## src/design/bge_pkg.sv

```systemverilog
// ----------------------------------------------------------------------------
// bge_pkg: shared types, constants and knot generators
// Q16.16 datapath constants, inter-stage structs, erf/tanh knot functions.
// ----------------------------------------------------------------------------
package bge_pkg;

  localparam int FRAC_BITS_DEF      = 16;
  localparam int TABLE_SEGMENTS_DEF = 256;
  localparam int VAL_W              = 32;
  localparam int SIMPSON_STEPS      = 128;

  // Q30 datapath constants (signed, one spare bit)
  localparam logic signed [31:0] K_INV_SQRT2      = 32'sd759250125;
  localparam logic signed [30:0] K_SQRT_2_OVER_PI = 31'sd856722024;
  localparam logic signed [26:0] K_CUBIC          = 27'sd48012366;
  localparam logic signed [31:0] Q30_ONE_S        = 32'sd1073741824;

  localparam logic signed [VAL_W-1:0] V_MAX = 32'sh7fff_ffff;
  localparam logic signed [VAL_W-1:0] V_MIN = 32'sh8000_0000;

  // elaboration-time constants for knot generation
  localparam logic [63:0] E_ONE           = 64'h0000_0000_4000_0000;
  localparam logic [63:0] E_HALF          = 64'h0000_0000_2000_0000;
  localparam logic [63:0] E_TWO_OVER_SQPI = 64'd1211587905;

  typedef enum logic {
    MODE_ERF  = 1'b0,
    MODE_TANH = 1'b1
  } gelu_mode_t;

  // front end -> table lookup
  typedef struct packed {
    logic signed [VAL_W-1:0] v;
    logic signed [VAL_W-1:0] z;
    gelu_mode_t              mode;
    logic                    clamp_pos;
    logic                    clamp_neg;
  } bge_arg_t;

  // table lookup -> output scale
  typedef struct packed {
    logic signed [VAL_W-1:0] v;
    logic signed [VAL_W-1:0] t;
  } bge_act_t;

  // restoring divide, used only while building knots
  function automatic logic [63:0] div_u64(input logic [63:0] num, input logic [63:0] den);
    logic [63:0] q;
    logic [63:0] rem;
    q   = '0;
    rem = '0;
    for (int i = 63; i >= 0; i--) begin
      rem = {rem[62:0], num[i]};
      if (rem >= den) begin
        rem  = rem - den;
        q[i] = 1'b1;
      end
    end
    return q;
  endfunction

  function automatic logic [63:0] div_term(input logic [63:0] x, input int n);
    logic [63:0] r;
    case (n)
      2:       r = x / 64'd2;
      3:       r = x / 64'd3;
      4:       r = x / 64'd4;
      5:       r = x / 64'd5;
      6:       r = x / 64'd6;
      7:       r = x / 64'd7;
      8:       r = x / 64'd8;
      9:       r = x / 64'd9;
      10:      r = x / 64'd10;
      11:      r = x / 64'd11;
      12:      r = x / 64'd12;
      13:      r = x / 64'd13;
      14:      r = x / 64'd14;
      default: r = x;
    endcase
    return r;
  endfunction

  // exp(-a), a in Q30, via Taylor of exp(-a/32) raised to the 32nd power
  function automatic logic [63:0] exp_neg_q30(input logic [63:0] a);
    logic [63:0]        r;
    logic [63:0]        term;
    logic [63:0]        s;
    logic signed [63:0] sm;
    r    = (a + 64'd16) >> 5;
    sm   = $signed(E_ONE);
    term = E_ONE;
    for (int n = 1; n <= 14; n++) begin
      term = div_term((term * r + E_HALF) >> 30, n);
      if (n[0]) sm = sm - $signed(term);
      else      sm = sm + $signed(term);
    end
    s = $unsigned(sm);
    for (int n = 0; n < 5; n++) begin
      s = (s * s + E_HALF) >> 30;
    end
    return s;
  endfunction

  function automatic logic [63:0] erf_pos_q30(input logic [63:0] ax);
    logic [63:0] sum;
    logic [63:0] t;
    logic [63:0] h;
    logic [63:0] t2;
    logic [63:0] w;
    logic [63:0] integral;
    logic [63:0] e;
    sum = '0;
    for (int i = 0; i <= SIMPSON_STEPS; i++) begin
      t  = (ax * 64'(i)) / 64'(SIMPSON_STEPS);
      h  = t >> 1;
      t2 = (h * h + (64'd1 << 27)) >> 28;
      if (i == 0 || i == SIMPSON_STEPS) w = 64'd1;
      else if (i[0])                    w = 64'd4;
      else                              w = 64'd2;
      sum = sum + w * exp_neg_q30(t2);
    end
    integral = (((sum >> 8) * ax) >> 22) / 64'(3 * SIMPSON_STEPS);
    e = (integral * E_TWO_OVER_SQPI + E_HALF) >> 30;
    return (e > E_ONE) ? E_ONE : e;
  endfunction

  function automatic logic [63:0] tanh_pos_q30(input logic [63:0] ax);
    logic [63:0] e;
    logic [63:0] den;
    logic [63:0] num;
    e   = exp_neg_q30(ax << 1);
    den = E_ONE + e;
    num = ((E_ONE - e) << 30) + (den >> 1);
    return div_u64(num, den);
  endfunction

  // knot k of a segs-segment table over [-4,4), Q30
  function automatic logic signed [31:0] knot_value(input int k, input int segs,
                                                    input logic tanh_sel);
    int          d;
    logic [63:0] mag;
    logic [63:0] ax;
    logic [63:0] val;
    d   = 2 * k - segs;
    mag = 64'((d < 0) ? -d : d);
    ax  = div_u64(mag << 32, 64'(segs));
    val = tanh_sel ? tanh_pos_q30(ax) : erf_pos_q30(ax);
    return (d < 0) ? -$signed(32'(val)) : $signed(32'(val));
  endfunction

endpackage

```

## src/design/bge_scale.sv

```systemverilog
// ----------------------------------------------------------------------------
// bge_scale: final GELU scaling
// Two stages: v * (1 + t), then round by 2^31 and saturate to 32 bits.
// ----------------------------------------------------------------------------
module bge_scale
  import bge_pkg::*;
(
  input  logic                    clk,
  input  logic                    rst_n,
  input  logic                    in_valid,
  output logic                    in_ready,
  input  bge_act_t                in_act,
  output logic                    out_valid,
  input  logic                    out_ready,
  output logic signed [VAL_W-1:0] out_activated_value
);

  localparam int NSTG = 2;
  localparam int P_W  = 2 * VAL_W + 1;

  localparam logic signed [VAL_W:0] ONE_Q30 = 33'sd1073741824;
  localparam logic signed [P_W-1:0] RND31   = P_W'(1) <<< 30;
  localparam logic signed [P_W-1:0] Y_MAX   = P_W'(V_MAX);
  localparam logic signed [P_W-1:0] Y_MIN   = P_W'(V_MIN);

  logic [NSTG-1:0] vld_r;
  logic [NSTG-1:0] vld_nxt;
  logic [NSTG-1:0] adv;

  assign adv[1]   = !vld_r[1] || out_ready;
  assign adv[0]   = !vld_r[0] || adv[1];
  assign vld_nxt  = {vld_r[0], in_valid};
  assign in_ready = adv[0];

  always_ff @(posedge clk) begin
    if (!rst_n) begin
      vld_r <= '0;
    end else begin
      vld_r <= (adv & vld_nxt) | (~adv & vld_r);
    end
  end

  // ---- stage K: v * (1 + t); 1 + t lies in [0, 2]
  logic signed [VAL_W:0]   onept_k;
  logic signed [P_W-1:0]   k_prod_nxt;
  logic signed [P_W-1:0]   k_prod_r;
  logic signed [VAL_W-1:0] k_v_r;

  assign onept_k    = ONE_Q30 + (VAL_W+1)'(in_act.t);
  assign k_prod_nxt = in_act.v * onept_k;

  always_ff @(posedge clk) begin
    if (adv[0]) begin
      k_prod_r <= k_prod_nxt;
      k_v_r    <= in_act.v;
    end
  end

  // ---- stage L: half, round, saturate
  logic signed [P_W-1:0]   r_l;
  logic signed [VAL_W-1:0] l_y_nxt;
  logic signed [VAL_W-1:0] l_y_r;
  logic signed [VAL_W-1:0] l_v_r;

  assign r_l = (k_prod_r + RND31) >>> 31;

  always_comb begin
    if (r_l > Y_MAX) begin
      l_y_nxt = V_MAX;
    end else if (r_l < Y_MIN) begin
      l_y_nxt = V_MIN;
    end else begin
      l_y_nxt = VAL_W'(r_l);
    end
  end

  always_ff @(posedge clk) begin
    if (adv[1]) begin
      l_y_r <= l_y_nxt;
      l_v_r <= k_v_r;
    end
  end

  assign out_valid           = vld_r[1];
  assign out_activated_value = l_y_r;

  // ---- checks: GELU keeps the sign of v and never grows its magnitude
  a_pos: assert property (@(posedge clk) disable iff (!rst_n)
    (vld_r[1] && !l_v_r[VAL_W-1]) |-> (!l_y_r[VAL_W-1] && l_y_r <= l_v_r))
    else $error("scale: result out of [0, v] for v >= 0");

  a_neg: assert property (@(posedge clk) disable iff (!rst_n)
    (vld_r[1] && l_v_r[VAL_W-1]) |-> (l_y_r >= l_v_r && l_y_r <= 0))
    else $error("scale: result out of [v, 0] for v < 0");

  a_out_hold: assert property (@(posedge clk) disable iff (!rst_n)
    (out_valid && !out_ready) |=> (out_valid && $stable(out_activated_value)))
    else $error("scale: stalled result changed");

endmodule

```

## config.mk

```make
export PLATFORM = sky130hd
export DESIGN_NAME = bge_scale
export DESIGN_NICKNAME = d
export VERILOG_FILES = /design/src/design/bge_pkg.sv /design/src/design/bge_scale.sv
export SDC_FILE = /design/constraint.sdc
export NUM_CORES = 2
export LEC_CHECK = 0
export BUFFER_PORTS_ARGS = -buffer_cell sky130_fd_sc_hd__buf_2
export CORE_MARGIN = 5
export CORE_UTILIZATION = 67
export CTS_CLUSTER_SIZE = 25
export DETAILED_ROUTE_END_ITERATION = 10
export GPL_ROUTABILITY_DRIVEN = 0
export HOLD_SLACK_MARGIN = 0.12
export PLACE_DENSITY_LB_ADDON = 0.25
export SYNTH_ARGS = -nofsm -noshare
export SYNTH_HDL_FRONTEND = slang
export SYNTH_SLANG_ARGS = --single-unit
```

## constraint.sdc

```tcl
create_clock -name clk -period 14.64 [get_ports clk]
set_clock_uncertainty 0.05 [all_clocks]
set_input_delay 2.928 -clock clk [delete_from_list [all_inputs] [get_ports clk]]
set_output_delay 2.928 -clock clk [all_outputs]
set_load 0.005 [all_outputs]
```

==> results_tabular.tex <==
\begin{tabular}{lr}
\hline
Metric & Value \\
\hline
\multicolumn{2}{l}{\textbf{Run status}} \\
\quad Outcome & completed \\
\multicolumn{2}{l}{\textbf{Cells and area}} \\
\quad Count of fill cells added during filler insertion & about 4,500 \\
\quad Share of final-layout standard cells stronger than drive strength 1 & 3.91\% \\
\quad Number of nets in the layout & $\sim$5,400 \\
\quad Design area & 40,700 um2 \\
\quad Final Instance Count excl. Fillers & just under 5,000 \\
\quad Multi-input logic area & about 33,000 um2 \\
\quad Area Overhead vs Synth & 2.82\% \\
\quad Combined flip-flop and latch cell area & 2050 um2 \\
\multicolumn{2}{l}{\textbf{Clock tree}} \\
\quad Clock insertion delay at the later pin of the skew report & 0.33 ns \\
\quad Number of buffers inserted to repair setup after CTS & 0 \\
\quad Clock transition at the registers of the reported paths & 0.05 ns \\
\quad Max clock buf depth & 2 \\
\quad PostCTS Resize Cnt & 0 \\
\quad Clock Sinks & around 70 \\
\quad Number of H-tree levels & 3 \\
\quad Quantity of hold-fixing buffers added after cts & 0 \\
\quad CTS tree & built \\
\quad TritonCTS buffer count & 9 \\
\quad Cell at the root of the clock tree & sky130\_fd\_sc\_hd\_\_clkbuf\_16 \\
\multicolumn{2}{l}{\textbf{Route}} \\
\quad Remaining DRCs & 0 \\
\quad Post-detailed-routing wire length & 94,800 um \\
\quad Drt pass-1 iters & 6 \\
\quad Via-to-Cell Ratio & 5.66 \\
\quad WL per Instance & 19.7 um \\
\quad Number of violations reported at the end of detailed-routing iteration 0 & 1,546 \\
\quad Via count of the routed design & 27,200 \\
\quad Number of nets with antenna violations after routing & 0 \\
\multicolumn{2}{l}{\textbf{Global route}} \\
\quad Vias in the first global route & 31,200 \\
\quad Antenna violations before repair & 5 \\
\quad Layer with the highest usage & met2 \\
\quad Total global routing overflow & 0 \\
\quad Met3 routing resource usage after global routing & 4.05\% \\
\quad Met1 track demand over resource & 41.5\% \\
\quad Routing usage on met2 & 55.6\% \\
\quad Wire length of the first global-routing pass & 161,000 um \\
\quad Largest net degree at the start of global routing & 36 \\
\quad Aggregate global-route resource usage & 31.7\% \\
\multicolumn{2}{l}{\textbf{Die}} \\
\quad Die W & 253 um \\
\quad Overall die area & about 64,000 um2 \\
\quad Die boundary height & 253 um \\
\quad Number of core rows & between 80 and 90 \\
\quad Total I/O pin count & 102 \\
\quad Core region area & 58,800 um2 \\
\quad Initial core utilization & roughly 67\% \\
\multicolumn{2}{l}{\textbf{Setup path}} \\
\quad Type of element capturing the critical path & flip-flop \\
\quad Maximum fanout along the worst path & 24 \\
\quad Critical Path RT & 14.66 ns \\
\quad Critical setup path kind & in2reg \\
\quad Buffering stage count on the worst path with inverters included & 6 \\
\quad Category of the worst setup path launch point & primary input \\
\quad Data arrival time of the critical path & 11.62 ns \\
\quad Cell-by-cell trace of the critical path & buf\_2 -> clkinv\_1 -> ha\_1 -> buf\_4 -> nand2\_1 -> fa\_1 -> inv\_1 -> fa\_1 -> fa\_1 -> inv\_1 -> fa\_1 -> inv\_1 -> fa\_1 -> fa\_1 -> fa\_1 -> fa\_1 -> ha\_1 -> nand4\_1 -> or4\_1 -> o32ai\_1 -> a41oi\_2 -> xnor2\_1 \\
\quad Crit path largest cell delay & roughly 0.86 ns \\
\quad CP dominant cell by count & sky130\_fd\_sc\_hd\_\_fa\_1 \\
\quad Crit-path leading delay family & adder cells \\
\quad Cell at the slowest stage of the critical path & sky130\_fd\_sc\_hd\_\_fa\_1 \\
\multicolumn{2}{l}{\textbf{Yosys}} \\
\quad Synth Cell Area & 39,600 um2 \\
\quad Synth Area in Simple Gates & 15.8\% \\
\quad Area contributors post-synth & sky130\_fd\_sc\_hd\_\_fa\_1 56\%, sky130\_fd\_sc\_hd\_\_inv\_1 9.6\%, sky130\_fd\_sc\_hd\_\_and2\_1 7.9\%, sky130\_fd\_sc\_hd\_\_ha\_1 5.8\%, sky130\_fd\_sc\_hd\_\_edfxtp\_1 5.1\% \\
\quad Number of synthesis warnings & 0 \\
\quad Number of enable flip-flop cells after synthesis & 67 \\
\quad Cell with the most instances after synthesis & sky130\_fd\_sc\_hd\_\_fa\_1 \\
\quad Multiplexer share of the synthesized area & 0\% \\
\quad Post-synthesis compound-gate area fraction & 3.62\% \\
\quad Xor/xnor share of the synthesized area & approximately 1.8\% \\
\quad Fraction of post-synthesis cell area in the top cell type by area & 56.2\% \\
\quad Synth Area in Adders & between 60\% and 70\% \\
\quad Synthesized area divided by synthesized cell count & 9.61 um2 \\
\quad Most common library cells after synthesis & 1,111 x sky130\_fd\_sc\_hd\_\_fa\_1, 1,009 x sky130\_fd\_sc\_hd\_\_inv\_1, 531 x sky130\_fd\_sc\_hd\_\_nand2\_1, 500 x sky130\_fd\_sc\_hd\_\_and2\_1, 206 x sky130\_fd\_sc\_hd\_\_clkbuf\_1 \\
\quad Sequential area share after synthesis & 5.19\% \\
\quad Biggest area consumer among synthesized cells & sky130\_fd\_sc\_hd\_\_fa\_1 \\
\quad Net count of the mapped netlist & 5,480 \\
\quad Synth unique cells & 65 \\
\quad Synth Flop Type & sky130\_fd\_sc\_hd\_\_edfxtp\_1 \\
\quad Post-synthesis register bit count & 69 \\
\quad Main combinational cell family by area after synthesis & adder cells \\
\quad Gate Count Post-Synth & roughly 4,100 \\
\quad Fraction of synthesis flops using an asynchronous set or reset pin & 0\% \\
\multicolumn{2}{l}{\textbf{Timing}} \\
\quad Hold Violations, Final & 0 \\
\quad Total negative setup slack & 0 ns \\
\quad Final Max Slew Viols & 0 \\
\quad Headroom to the max-slew limit & 17.6\% \\
\quad Least-Margin Pin Slew & 1.23 ns \\
\quad Final number of setup-violating endpoints & 0 \\
\quad Setup repair after global routing missed its margin & false \\
\quad FMAX & approximately 86 MHz \\
\quad Final cycle utilization of the critical path & 79.2\% \\
\quad Final critical delay including setup and external delays & 11.60 ns \\
\quad Worst hold slack across all endpoints & 0.457 ns \\
\multicolumn{2}{l}{\textbf{Run}} \\
\quad Max-cap violations & 0 \\
\multicolumn{2}{l}{\textbf{Place}} \\
\quad HPWL reported at the end of detailed placement & 77,400 um \\
\quad Placed cell area & 40,400 um2 \\
\quad \# port buffers & 101 \\
\quad Number of cells in the design after placement & 4,798 \\
\multicolumn{2}{l}{\textbf{Min path}} \\
\quad Worst hold path class & reg2reg \\
\hline
\end{tabular}
[cell type report]
type                    instances  share of cell area [%]
repair buffers                121                    1.61
diodes                          2                  0.0123
multi-input cells            2824                    80.9
inverters                    1011                    9.33
well taps                     773                    2.38
clock buffers                   9                   0.554
clock inverters                 6                   0.160
flip-flops and latches         69                    5.04
[worst paths after layout]
path | end | slack [ns] | cells after the start | startpoint
setup reg to reg | out_activated_value[19] | 11.15 | 8 | k_prod_r[53]
setup / recovery | k_prod_r[58] | 3.04 | 22 | in_act[30]
hold / removal | flip-flop | 0.46 | 1 | flip-flop
hold reg to reg | flip-flop | 0.46 | 1 | flip-flop
[cells by family after synthesis]
logic type	after synthesis
simple gates	1237
fa+ha+maj	1295
flops	69
xor+xnor	80
buf+inv	1224
compound gates	212
[flip-flops by register name, summed over array words and instances (netlist names), named ones only]
name                 cells
out_activated_value     32
k_prod_r                35
[stage by stage]
stage	util [%]	setup WS [ns]
floorplan	-	3.49
global placement	68.7	2.96
detailed placement	68.7	2.75
CTS	69.2	3.09
global route	69.2	2.56
finish	69.2	3.04
[layer usage]
metal,vias up,part of all wire (%)
met4,4,4.0
met3,280,6.7
met1,14300,38
met5,-,0.027
met2,1060,51
li1,11600,-
[layout by cell type (no fill, tap or decap), types with 33 or more instances in the layout]
cell and count:
sky130_fd_sc_hd__o21ai_0 44, sky130_fd_sc_hd__buf_2 101, sky130_fd_sc_hd__xnor2_1 51, sky130_fd_sc_hd__nor2_1 64, sky130_fd_sc_hd__edfxtp_1 67, sky130_fd_sc_hd__fa_1 1111
sky130_fd_sc_hd__ha_1 184, sky130_fd_sc_hd__a21oi_1 52, sky130_fd_sc_hd__nand2_1 531, sky130_fd_sc_hd__nor2b_1 33, sky130_fd_sc_hd__inv_1 1009, sky130_fd_sc_hd__and2_1 500
Power is not shown: default switching activity piles up to over one toggle a cycle in this logic, so the estimate is an artifact.
